**config.mk**
```make
export PLATFORM = sky130hd
export DESIGN_NAME = media_signature_sniffer_unit
export DESIGN_NICKNAME = d
export VERILOG_FILES = /design/src/design/mss_pkg.sv /design/src/design/mss_prefix_match.sv /design/src/design/media_signature_sniffer_unit.sv
export SDC_FILE = /design/constraint.sdc
export NUM_CORES = 1
export LEC_CHECK = 0
export ABC_CLOCK_PERIOD_IN_PS = 7100
export BUFFER_PORTS_ARGS = -buffer_cell sky130_fd_sc_hd__buf_2
export CAP_MARGIN = 20
export CORE_MARGIN = 5
export CORE_UTILIZATION = 55
export DETAILED_ROUTE_END_ITERATION = 16
export PLACE_DENSITY = 0.72
export RECOVER_POWER = 25
export SYNTH_ARGS = -nofsm -noshare
export SYNTH_HDL_FRONTEND = slang
export SYNTH_SLANG_ARGS = --single-unit
```
**constraint.sdc**
```tcl
create_clock -name clk -period 7.1 [get_ports clk]
set_input_delay 1.065 -clock clk [delete_from_list [all_inputs] [get_ports clk]]
set_output_delay 1.065 -clock clk [all_outputs]
set_load 0.02 [all_outputs]
```
**src/design/mss_pkg.sv**
```systemverilog
`timescale 1ns / 1ps
// ----------------------------------------------------------------------------
// Media signature sniffer package
// Shared types, signature tables and the brand lookup of the sniffer.
// ----------------------------------------------------------------------------
package mss_pkg;

    localparam int SNIFF_LIMIT = 512;
    localparam int COUNT_W = $clog2(SNIFF_LIMIT + 1);
    localparam int SIG_COUNT = 6;
    localparam int SIG_MAX = 12;

    typedef logic [3:0] media_type_t;
    typedef logic [COUNT_W-1:0] count_t;

    localparam media_type_t TYPE_NONE = 4'd0;
    localparam media_type_t TYPE_OGG = 4'd1;
    localparam media_type_t TYPE_WAV = 4'd2;
    localparam media_type_t TYPE_ID3 = 4'd3;
    localparam media_type_t TYPE_MIDI = 4'd4;
    localparam media_type_t TYPE_AMR = 4'd5;
    localparam media_type_t TYPE_MP4_VIDEO = 4'd6;
    localparam media_type_t TYPE_3GPP = 4'd7;
    localparam media_type_t TYPE_MP4_AUDIO = 4'd8;
    localparam media_type_t TYPE_QUICKTIME = 4'd9;

    localparam logic [3:0] SIG_LEN [SIG_COUNT] = '{4'd5, 4'd12, 4'd3, 4'd8, 4'd8, 4'd6};

    localparam media_type_t SIG_TYPE [SIG_COUNT] =
        '{TYPE_OGG, TYPE_WAV, TYPE_ID3, TYPE_MIDI, TYPE_AMR, TYPE_AMR};

    localparam logic [7:0] SIG_PAT [SIG_COUNT][SIG_MAX] = '{
        '{8'h4F, 8'h67, 8'h67, 8'h53, 8'h00, 8'h00,
          8'h00, 8'h00, 8'h00, 8'h00, 8'h00, 8'h00},
        '{8'h52, 8'h49, 8'h46, 8'h46, 8'h00, 8'h00,
          8'h00, 8'h00, 8'h57, 8'h41, 8'h56, 8'h45},
        '{8'h49, 8'h44, 8'h33, 8'h00, 8'h00, 8'h00,
          8'h00, 8'h00, 8'h00, 8'h00, 8'h00, 8'h00},
        '{8'h4D, 8'h54, 8'h68, 8'h64, 8'h00, 8'h00,
          8'h00, 8'h06, 8'h00, 8'h00, 8'h00, 8'h00},
        '{8'h23, 8'h21, 8'h41, 8'h4D, 8'h52, 8'h2D,
          8'h57, 8'h42, 8'h00, 8'h00, 8'h00, 8'h00},
        '{8'h23, 8'h21, 8'h41, 8'h4D, 8'h52, 8'h0A,
          8'h00, 8'h00, 8'h00, 8'h00, 8'h00, 8'h00}
    };

    localparam logic [7:0] SIG_MASK [SIG_COUNT][SIG_MAX] = '{
        '{8'hFF, 8'hFF, 8'hFF, 8'hFF, 8'hFF, 8'h00,
          8'h00, 8'h00, 8'h00, 8'h00, 8'h00, 8'h00},
        '{8'hFF, 8'hFF, 8'hFF, 8'hFF, 8'h00, 8'h00,
          8'h00, 8'h00, 8'hFF, 8'hFF, 8'hFF, 8'hFF},
        '{8'hFF, 8'hFF, 8'hFF, 8'h00, 8'h00, 8'h00,
          8'h00, 8'h00, 8'h00, 8'h00, 8'h00, 8'h00},
        '{8'hFF, 8'hFF, 8'hFF, 8'hFF, 8'hFF, 8'hFF,
          8'hFF, 8'hFF, 8'h00, 8'h00, 8'h00, 8'h00},
        '{8'hFF, 8'hFF, 8'hFF, 8'hFF, 8'hFF, 8'hFF,
          8'hFF, 8'hFF, 8'h00, 8'h00, 8'h00, 8'h00},
        '{8'hFF, 8'hFF, 8'hFF, 8'hFF, 8'hFF, 8'hFF,
          8'h00, 8'h00, 8'h00, 8'h00, 8'h00, 8'h00}
    };

    localparam logic [7:0] FTYP_TEXT [4] = '{8'h66, 8'h74, 8'h79, 8'h70};

    // Result of the prefix signature stage, handed to the top level.
    typedef struct packed {
        logic [SIG_COUNT-1:0] alive;
        logic hit;
        media_type_t hit_type;
    } sig_status_t;

    function automatic media_type_t brand_lookup(input logic [31:0] word);
        media_type_t result;
        result = TYPE_NONE;
        if (word[31:8] == 24'h6D7034 || word[31:8] == 24'h617663) begin
            result = TYPE_MP4_VIDEO;
        end
        else if (word[31:8] == 24'h336770) begin
            result = TYPE_3GPP;
        end
        else if (word == 32'h4D344120 || word == 32'h4D345020) begin
            result = TYPE_MP4_AUDIO;
        end
        else if (word == 32'h71742020) begin
            result = TYPE_QUICKTIME;
        end
        return result;
    endfunction

endpackage

```
**src/design/mss_prefix_match.sv**
```systemverilog
`timescale 1ns / 1ps
// ----------------------------------------------------------------------------
// Prefix signature matcher
// Updates the per-signature match flags for one word and picks the first
// signature in table order that is still matching over its full length.
// ----------------------------------------------------------------------------
module mss_prefix_match (
    input  mss_pkg::count_t                       byte_count,
    input  mss_pkg::count_t                       count_after,
    input  logic                                  consume,
    input  logic [7:0]                            data_byte,
    input  logic [mss_pkg::SIG_COUNT-1:0]         alive,
    output mss_pkg::sig_status_t                  status
);

    logic [3:0] idx;

    assign idx = byte_count[3:0];

    always_comb
    begin
        status.alive = alive;
        status.hit = 1'b0;
        status.hit_type = mss_pkg::TYPE_NONE;
        for (int i = 0; i < mss_pkg::SIG_COUNT; i++)
        begin
            if (consume && byte_count < mss_pkg::COUNT_W'(mss_pkg::SIG_LEN[i]))
            begin
                if ((mss_pkg::SIG_MASK[i][idx] & data_byte) != mss_pkg::SIG_PAT[i][idx])
                begin
                    status.alive[i] = 1'b0;
                end
            end
        end
        for (int i = mss_pkg::SIG_COUNT - 1; i >= 0; i--)
        begin
            if (status.alive[i] && count_after >= mss_pkg::COUNT_W'(mss_pkg::SIG_LEN[i]))
            begin
                status.hit = 1'b1;
                status.hit_type = mss_pkg::SIG_TYPE[i];
            end
        end
    end

endmodule

```
**src/design/media_signature_sniffer_unit.sv**
```systemverilog
`timescale 1ns / 1ps
// ----------------------------------------------------------------------------
// Media signature sniffer
// Identifies audio and video resources from their leading bytes.
// ----------------------------------------------------------------------------
// The unit takes one word per cycle, each a byte of the resource from offset
// zero, and looks at no more than the first 512 of them. When the word marked
// last is taken, the media type appears on the result channel in the next
// cycle, and the unit starts over for a new resource. All checks for a word
// are done combinationally between the state registers and the result register,
// so the sustained rate is one word per cycle; data_ready drops only while a
// verdict sits in the result register and result_ready is low.
// ----------------------------------------------------------------------------
module media_signature_sniffer_unit (
    input  logic                  clk,
    input  logic                  rst_n,
    input  logic                  data_valid,
    output logic                  data_ready,
    input  logic [7:0]            data_byte,
    input  logic                  last_byte,
    output logic                  result_valid,
    input  logic                  result_ready,
    output mss_pkg::media_type_t  media_type
);

    mss_pkg::count_t                    byte_count_reg;
    mss_pkg::count_t                    byte_count_next;
    mss_pkg::count_t                    count_c;
    logic [mss_pkg::SIG_COUNT-1:0]      signature_alive_reg;
    logic [mss_pkg::SIG_COUNT-1:0]      signature_alive_next;
    logic [31:0]                        box_length_reg;
    logic [31:0]                        box_length_next;
    logic [31:0]                        box_c;
    logic                               ftyp_seen_reg;
    logic                               ftyp_seen_next;
    logic                               ftyp_c;
    logic [23:0]                        brand_window_reg;
    logic [23:0]                        brand_window_next;
    logic [23:0]                        window_c;
    mss_pkg::media_type_t               brand_type_reg;
    mss_pkg::media_type_t               brand_type_next;
    mss_pkg::media_type_t               brand_c;
    logic                               result_valid_reg;
    logic                               result_valid_next;
    mss_pkg::media_type_t               media_type_reg;
    mss_pkg::media_type_t               media_type_next;
    mss_pkg::media_type_t               verdict;
    mss_pkg::sig_status_t               sig_status;
    logic                               consume;
    logic                               accept;
    logic                               at_word;
    logic                               box_ok;

    assign accept = data_valid && data_ready;
    assign consume = byte_count_reg < mss_pkg::COUNT_W'(mss_pkg::SNIFF_LIMIT);

    mss_prefix_match u_prefix_match (
        .byte_count  (byte_count_reg),
        .count_after (count_c),
        .consume     (consume),
        .data_byte   (data_byte),
        .alive       (signature_alive_reg),
        .status      (sig_status)
    );

    always_comb
    begin
        count_c = byte_count_reg;
        box_c = box_length_reg;
        ftyp_c = ftyp_seen_reg;
        window_c = brand_window_reg;
        brand_c = brand_type_reg;
        at_word = (byte_count_reg == mss_pkg::COUNT_W'(11)) ||
                  (byte_count_reg >= mss_pkg::COUNT_W'(19) && byte_count_reg[1:0] == 2'b11 &&
                   (32'(byte_count_reg) - 32'd3) < box_length_reg);
        if (consume)
        begin
            count_c = byte_count_reg + mss_pkg::COUNT_W'(1);
            window_c = {brand_window_reg[15:0], data_byte};
            if (byte_count_reg < mss_pkg::COUNT_W'(4))
            begin
                box_c = {box_length_reg[23:0], data_byte};
            end
            else if (byte_count_reg < mss_pkg::COUNT_W'(8) &&
                     data_byte != mss_pkg::FTYP_TEXT[byte_count_reg[1:0]])
            begin
                ftyp_c = 1'b0;
            end
            if (brand_type_reg == mss_pkg::TYPE_NONE && at_word)
            begin
                brand_c = mss_pkg::brand_lookup({brand_window_reg, data_byte});
            end
        end
    end

    assign box_ok = count_c > mss_pkg::COUNT_W'(12) && box_c[1:0] == 2'b00 &&
                    box_c <= 32'(count_c) && ftyp_c && brand_c != mss_pkg::TYPE_NONE;

    always_comb
    begin
        if (sig_status.hit)
        begin
            verdict = sig_status.hit_type;
        end
        else if (box_ok)
        begin
            verdict = brand_c;
        end
        else
        begin
            verdict = mss_pkg::TYPE_NONE;
        end
    end

    always_comb
    begin
        byte_count_next = byte_count_reg;
        signature_alive_next = signature_alive_reg;
        box_length_next = box_length_reg;
        ftyp_seen_next = ftyp_seen_reg;
        brand_window_next = brand_window_reg;
        brand_type_next = brand_type_reg;
        media_type_next = media_type_reg;
        result_valid_next = result_valid_reg && !result_ready;
        if (accept)
        begin
            if (last_byte)
            begin
                byte_count_next = '0;
                signature_alive_next = '1;
                box_length_next = '0;
                ftyp_seen_next = 1'b1;
                brand_window_next = '0;
                brand_type_next = mss_pkg::TYPE_NONE;
                media_type_next = verdict;
                result_valid_next = 1'b1;
            end
            else
            begin
                byte_count_next = count_c;
                signature_alive_next = sig_status.alive;
                box_length_next = box_c;
                ftyp_seen_next = ftyp_c;
                brand_window_next = window_c;
                brand_type_next = brand_c;
            end
        end
    end

    always_ff @(posedge clk or negedge rst_n)
    begin
        if (!rst_n)
        begin
            byte_count_reg <= '0;
            signature_alive_reg <= '1;
            box_length_reg <= '0;
            ftyp_seen_reg <= 1'b1;
            brand_window_reg <= '0;
            brand_type_reg <= mss_pkg::TYPE_NONE;
            result_valid_reg <= 1'b0;
        end
        else
        begin
            byte_count_reg <= byte_count_next;
            signature_alive_reg <= signature_alive_next;
            box_length_reg <= box_length_next;
            ftyp_seen_reg <= ftyp_seen_next;
            brand_window_reg <= brand_window_next;
            brand_type_reg <= brand_type_next;
            result_valid_reg <= result_valid_next;
        end
    end

    always_ff @(posedge clk)
    begin
        media_type_reg <= media_type_next;
    end

    assign data_ready = !result_valid_reg || result_ready;
    assign result_valid = result_valid_reg;
    assign media_type = media_type_reg;

endmodule

```
# Word level (Yosys, flattened, before mapping)
# Memories as Yosys holds them, arrays and structs flattened.
# Index checks and enable logic that the tools add are counted.
# totals
reg_bits,82
rom_bits,1408
in_bits,13
output_inout_bits,6
memories,11
# mem_list
name,words,width,rd,rd_ports_with_merged_regs,wr,line_no,rtl
(name not given),16,8,1,0,0,mss_prefix_match.sv:29,if ((mss_pkg::SIG_MASK[i][idx] & data_byte) != mss_pkg::SIG_PAT[i][idx])
(name not given),16,8,1,0,0,mss_prefix_match.sv:29,
(name not given),16,8,1,0,0,mss_prefix_match.sv:29,
(name not given),16,8,1,0,0,mss_prefix_match.sv:29,
(name not given),16,8,1,0,0,mss_prefix_match.sv:29,
(name not given),16,8,1,0,0,mss_prefix_match.sv:29,
+5 memories,n/a,n/a,n/a,n/a,n/a,n/a,
# op_classes
addsub,2
n_lt_le_gt_ge,18
n_eq_ne,15
mux,66
n_bitwise,7
reduce_logical,33
# ops
cell,n
$mux W8,24
$eq A32 B31 Y1 const B,3
$mux W32,3
$ne A8 B8 Y1,7
$eq A24 B23 Y1 const B,2
$mux W24,2
$and A8 B8 Y8,5
$mux W4,9
$le A32 B10 Y1,1
$lt A32 B32 Y1,1
$lt A10 B3 Y1 const B,3
$mux W5,6
$eq A24 B22 Y1 const B,1
$logic_and A1 B1 Y1,21
$ge A10 B3 Y1 const B,2
$ge A10 B4 Y1 const B,2
$lt A10 B4 Y1 const B,2
$mux W10,2
$mux W1,18
$bmux W8 S2,1
$sub A10 B2 Y11 const B,1
$add A10 B1 Y10 const B,1
$eq A10 B4 Y1 const B,1
$ge A10 B2 Y1 const B,1
17 further kinds,22

# Depth between registers and ports, before layout
# Gate-level depths: netlist of run 1.
# depth
word_depth,16
mapped_depth,16

# Modules after synthesis
# A second synthesis of run 1 with hierarchy kept.
# unflattened
cells_unflattened,720
hier_area_um2,6404.9
# modules_own_cells
mod,instances,cells_each,area_each_um2
media_signature_sniffer_unit,1,527,5046.1
mss_prefix_match,1,193,1358.8

# Worst setup path before layout of run 1
# Ideal clock, no wire load.
# synth_path
path_type,reg2reg
from,register byte_count_reg[2]
to,"register media_type_reg[1], in the netlist media_type[1], data pin"
setup_ns,0.158
arrival_time_ns,4.787
required_time_ns,6.942
path_slack_ns,2.155
stages_incl_launch_ff,16
path_buffers,3
cell_sequence,dfrtp_1 buf_4 buf_2 buf_2 nor3_1 nand2_1 nor3_1 ha_1 a21oi_1 o21ai_1 a221o_1 a2111oi_0 a2bb2oi_1 nor4b_4 nor3b_1 a211oi_2
# synth_via
elab_chain_len,16
elab_cells_between_ends,114
classes_between,add/sub (2); order compare (16); eq/ne (7); mux (50); bitwise (6); reduce/logical (22); memory (11)
# synth_lines
element,line_no,rtl
"start, declared",media_signature_sniffer_unit.sv:26,mss_pkg::count_t byte_count_reg;
"start signal, assigned",media_signature_sniffer_unit.sv:164,byte_count_reg <= byte_count_next;
branches (longest 15 deep; another with $lt A32 B32 Y1),n/a,
$mux W4 *,media_signature_sniffer_unit.sv:101,if (sig_status.hit)
net verdict[1],media_signature_sniffer_unit.sv:47,mss_pkg::media_type_t verdict;
"end signal, assigned",media_signature_sniffer_unit.sv:176,media_type_reg <= media_type_next;
"end, declared",media_signature_sniffer_unit.sv:45,mss_pkg::media_type_t media_type_reg;
# Mark *: on every way through the listed nets, which the timed path passes. The select of a mux whose other input is x is not followed.
# A chain may end at the register's enable or synchronous reset.

==> run summary, run 1 <==
status - finished, violations left
violated checks - max-capacitance violations, max-slew violations
top post-synthesis cells by area - dfrtp_1, ha_1, a22o_1
die height - 115.9 um
post-route ant nets - 0
PnR worst setup slack - 2.457 ns
EDFF count, synth - 4
Ports - 19
worst path arrival time - 4.19 ns
CP max stage cell - clkbuf_1
Die Area - 13440 um^2
final total negative setup slack - 0 ns
Worst Setup Start Kind - input port
maximum VDD drop - 0.1645 mV
FP Rows - 38
count leader, synth - dfrtp_1
busiest grt layer - met2
Worst-Skew Late Latency - 0.35 ns
Critical Path RT - 6.65 ns
CTS resizes - 0
Total GRT Usage - 27.32%
crit-path max cell delay - 2.79 ns
Post-DP Area - 6306 um^2
# setup viols final - 0
crit path time final - 4.643 ns
final core occ - 60.89%
Least-Margin Pin Slew - 3.916 ns
register area share after synthesis - 33.71%
routed wire length - 17620 um
CTS buffer count - 9
WL per Instance - 21.11 um
Sw Pwr - 0.5914 mW
maximum buffer depth of the clock tree - 2
power share of the clock group - 33.1%
max reg flops - 32
CTS clk-pin slew, worst paths - 0.06 ns
CTS tree - built
overall power - 1.680 mW
syn_nets - 758
ys async rst share - 95.12%
Syn Inst Count - 695
Seq cells post-synth - 82
share of layout cells above drive strength 1 - 9.784%
H-tree Lvls - 3
final hold vios - 0
initial DRC count - 660
cell area after synthesis - 6172 um^2
Die Width - 115.9 um
Ys Warns - 0
crit share post-route - 65.39%
clock root cell - clkbuf_16
placed cells - 818
Avg Cell Area, Syn - 8.881 um^2
fin cells - 835
Final Cell Area - 6659 um^2
Slew Viols, Final - 72
Num Clock Sinks - 82
Max Clock Freq - 0.2154 GHz
Pwr Density - 252.2 nW/um^2
largest net degree at the start of global routing - 79
Internal - 1.088 mW
Most used DFF post-synth - dfrtp_1
Largest delay share family, worst path - buffers and inverters
fin nets - 753
Critical path buffers and inverters - 2
Final Wtd Congestion - 0.9768
GR Util met3 - 5.379%
first-pass GRT wire length - 28690 um
vias per cell - 6.729
Setup WS pre-CTS - 2.629 ns
crit-path max FO - 71
Hold Path Class - reg -> reg
detailed placement HPWL - 12370 um
CP Capture Type - async pin
worst hold slack - 0.5073 ns
Lkg Pwr - 2.808 nW
Comb pwr share - 32.2%
Post-CTS Hold Buffers - 0
commonest cells in the netlist - dfrtp_1, a22o_1, inv_1, ha_1, nand2_1
Post-route DRC - 0
Area Overhead vs Synth - 7.886%
Cell Chain, Critical Path - clkbuf_1, clkbuf_1
initial antenna violation count - 0
critical path class - in -> async
Initial Util - 56.44%
sw frac - 35.21%
relative slew slack - -161.1%
# Post-CTS Setup Buffers - 0
vias in the first global route - 5402
sequential share of power - 34.7%
CP most frequent cell - clkbuf_1
vias - 5619
global route overflow - 0
RSZ-0062 raised after global routing - no
largest area contributor in the netlist - dfrtp_1
Synth top area share - 28.79%
drt pass-1 iters - 5
clk_skew - 0.008288 ns
Inserted Diodes - 0
Cell variety after synth - 75
max cap viols - 1
Core Box Area - 10940 um^2
Port Buffers - 18
GR Util met2 - 41.12%
met1 usage - 38.42%
-- final timing paths --
| kind | start | to | slack (ns) | cells past startpoint |
|---|---|---|---|---|
| min reg2reg | ftyp_seen_reg | ftyp_seen_reg | 0.51 | 2 |
| max | rst_n | brand_window_reg[17] | 2.46 | 2 |
| min in group asynchronous | rst_n | box_length_reg[24] | 0.60 | 1 |
| min | ftyp_seen_reg | ftyp_seen_reg | 0.51 | 2 |
| max in group clk | byte_count_reg[1] | media_type[1] | 2.60 | 14 |
| max reg2reg | byte_count_reg[1] | media_type[1] | 2.60 | 14 |
-- logic make-up after synthesis --
| group | Yosys count | share of synthesized area, % |
|---|---|---|
| and+or+nand+nor | 221 | 20.07 |
| xor gates and xnor gates | 28 | 3.973 |
| muxes | 10 | 1.743 |
| buffers and inverters | 95 | 6.325 |
| AOI/OAI and AO/OA | 209 | 24.04 |
| adders and majority gates | 50 | 10.14 |
| DFF | 82 | 33.71 |
-- layout make-up --
cell class	count	area (um^2)
fillers	955	4277
multi-input cells	518	3706
repair buffers	26	145.1
clock inverters	6	113.9
clock buffers	10	239.0
well taps	140	175.2
inverters	53	198.9
flip-flops and latches	82	2081
-- placed cells by master, fill, tap and decap left out, types with 7 or more instances in the layout --
cell type and n:
dfstp_2 7, nand2b_1 11, or3_1 10, nand3_1 14, buf_2 17, a22o_1 57
buf_4 7, a21oi_1 37, nor4_1 13, nand2_1 47, clkbuf_16 9, nand4_1 19
xor2_1 14, nor3_1 20, o31ai_1 7, ha_1 50, nor2_1 37, nor2b_1 10
o21ai_0 41, inv_1 51, dfrtp_1 71, xnor2_1 14
-- metal layers --
metal / up-vias / wire length, um
li1: 2580 / -
met1: 2714 / 7785
met2: 275 / 7771
met3: 50 / 1506
met4: 0 / 561
met5: - / 0
-- power groups by stage --
stage                     registers, mW  clock network, mW  logic, mW
after floorplan                   0.562                  0      0.401
after global placement            0.587                  0      0.503
after detailed placement          0.589                  0      0.527
after CTS                         0.581              0.562      0.532
after global routing              0.589              0.582      0.602
final                             0.583              0.557      0.540
Note: power is estimated with default switching activity, not from simulation.
==> run 2: changes to the inputs <==
ABC_CLOCK_PERIOD_IN_PS = 4150   (was 7100)
PLACE_DENSITY = 0.75   (was 0.72)
clock period = 4.15 ns   (was 7.1 ns; I/O delays follow)
==> run 2 against run 1 <==
- the flow still finishes with violations (max-capacitance violations, max-slew violations)
- first-iteration DRC count increased by 10%
- count of clock-buffer cells in the layout is 1 higher
- total power is 65% higher
- clock power rose by 50%
- worst setup slack worse by 2.1 ns
- combinational power up 79%
- sequential share of layout area decreased by 0.29 points
- critical path type is now reg -> reg
- highest routed layer unchanged
==> run summary, run 2 (synthesis gave the netlist of run 1 again) <==
Total GRT Usage - 26.66%
Sw Pwr - 1.011 mW
CTS buffer count - 9
WL per Instance - 20.34 um
Final Wtd Congestion - 0.9328
violated checks - max-capacitance violations, max-slew violations
Multi-input gate area - 3712 um^2
worst path arrival time - 3.95 ns
Internal - 1.766 mW
crit path time final - 3.772 ns
fill cell count - 917
share of layout cells above drive strength 1 - 11.32%
critical path class - reg -> reg
crit share post-route - 90.89%
maximum VDD drop - 0.2613 mV
detailed placement HPWL - 12090 um
PnR worst setup slack - 0.3779 ns
status - finished, violations left
Num Clock Sinks - 82
Post-route DRC - 0
final hold vios - 0
RSZ-0062 raised after global routing - no
Least-Margin Pin Slew - 1.969 ns
Worst Setup Start Kind - register
final total negative setup slack - 0 ns
reg2reg setup slack - 0.38 ns
first-pass GRT wire length - 28340 um
routed wire length - 17230 um
maximum buffer depth of the clock tree - 2
Slew Viols, Final - 39
Inserted Diodes - 0
Cell Chain, Critical Path - ha_1, nor3_1, nand2_1, nor3_4, buf_12, ha_1, a21oi_1, o21ai_1, a221o_1, a2111oi_0, a2bb2oi_1, nor4b_4, nor3b_1, a211oi_2
Min-Delay Endpoint - brand_window_reg[23]
max reg flops - 32
overall power - 2.777 mW
crit-path max FO - 9
CP Capture Type - register
initial antenna violation count - 0
H-tree Lvls - 3
vias per cell - 6.688
Worst R2R Start - byte_count_reg[0]
reg2reg path depth - 14
Comb pwr share - 34.7%
vias in the first global route - 5542
Core Box Area - 10940 um^2
Port Buffers - 18
Hold Path Class - reg -> reg
drt pass-1 iters - 5
# setup viols final - 0
sequential share of power - 35.1%
initial DRC count - 729
Max Clock Freq - 0.2651 GHz
Setup WS pre-CTS - 0.1914 ns
Initial Util - 56.44%
most frequent cells in the layout - dfrtp_1, a22o_1, inv_1
sw frac - 36.41%
R2R Path End - media_type[1]
vias - 5665
clock root cell - clkbuf_16
CTS tree - built
power share of the clock group - 30.1%
global route overflow - 0
Worst Hold Launch - brand_window_reg[23]
post-route ant nets - 0
Lkg Pwr - 2.859 nW
relative slew slack - -31.28%
Worst-Skew Late Latency - 0.34 ns
max cap viols - 1
FP Rows - 38
fin nets - 765
Critical Path RT - 4.33 ns
CTS clk-pin slew, worst paths - 0.06 ns
Worst Hold Depth - 1
die height - 115.9 um
crit-path max cell delay - 0.44 ns
Ports - 19
Die Area - 13440 um^2
largest net degree at the start of global routing - 79
Area Overhead vs Synth - 8.899%
CP max stage cell - a2111oi_0
Die Width - 115.9 um
sequential cell area - 2081 um^2
Pwr Density - 413.2 nW/um^2
clk_skew - 0.006093 ns
commonest non-fill, non-tap cell in the layout - dfrtp_1
CP most frequent cell - ha_1
-- run 2: cell types whose count changed in the layout (fill, tap and decap cells not counted), sizes merged --
cell and delta:
inv +1, bufinv -2, buf +12, clkbuf +1
-- run 2: timing repair --
action / 4_1_cts / 5_1_grt
setup endpoints to repair: 0 / 4
hold buffers: 0 / 0
resized for setup: 0 / 0
setup buffers: 0 / 1
-- run 2: through the flow --
step / instances / hold slack, ns / utilization (%) / cell area, um^2
floorplan: 695 / 0.3269 / - / 6183
global placement: 829 / 0.4827 / 58.48 / 6395
detailed placement: 829 / 0.4928 / 58.48 / 6395
CTS: 845 / 0.4825 / 61.27 / 6700
global route: 847 / 0.5138 / 61.46 / 6721
finish: 847 / 0.5123 / 61.46 / 6721
-- run 2: power by group through the flow --
stage | registers (mW) | logic [mW] | clock network (mW)
2_1_floorplan | 0.962 | 0.690 | 0
3_3_place_gp | 0.985 | 0.882 | 0
3_5_place_dp | 0.989 | 0.933 | 0
4_1_cts | 0.974 | 0.941 | 0.842
5_1_grt | 0.987 | 1.07 | 0.876
6_report | 0.976 | 0.965 | 0.836
-- run 2: worst max-delay path: cells and delay by family (launching register included) --
| kind | cells | cell delay (ns) |
|---|---|---|
| buf+inv | 1 | 0.15 |
| fa+ha+maj | 2 | 0.46 |
| simple gates | 5 | 1.02 |
| compound gates | 6 | 1.60 |
| flops | 1 | 0.38 |
-- run 2: layout make-up --
type / instances / area share, %
Multi-Input combinational cell: 518 / 55.23
Sequential cell: 82 / 30.96
Timing Repair Buffer: 38 / 3.704
Clock buffer: 11 / 3.611
Inverter: 53 / 2.960
Tap cell: 140 / 2.606
Clock inverter: 5 / 0.9308
-- run 2: per-layer routing --
metal / vias to the layer above / share of wire [%] / global-route usage (%)
li1: 2616 / - / -
met1: 2745 / 43 / 36.23
met2: 261 / 48 / 43.65
met3: 43 / 6.5 / 3.969
met4: 0 / 2.6 / 9.126
met5: - / 0 / 0
-- run 2: how the worst max path moves through the flow --
stage / start / cells after the start / slack, ns / endpoint
finish: byte_count_reg[0] / 14 / 0.38 / media_type[1]
global route: byte_count_reg[0] / 14 / 0.1 / media_type[1]
CTS: byte_count_reg[0] / 13 / 0.20 / media_type[1]
detailed placement: byte_count_reg[0] / 13 / 0.19 / media_type[1]
global placement: byte_count_reg[0] / 13 / 0.39 / media_type[1]
floorplan: byte_count_reg[2] / 15 / 0.05 / media_type[1]
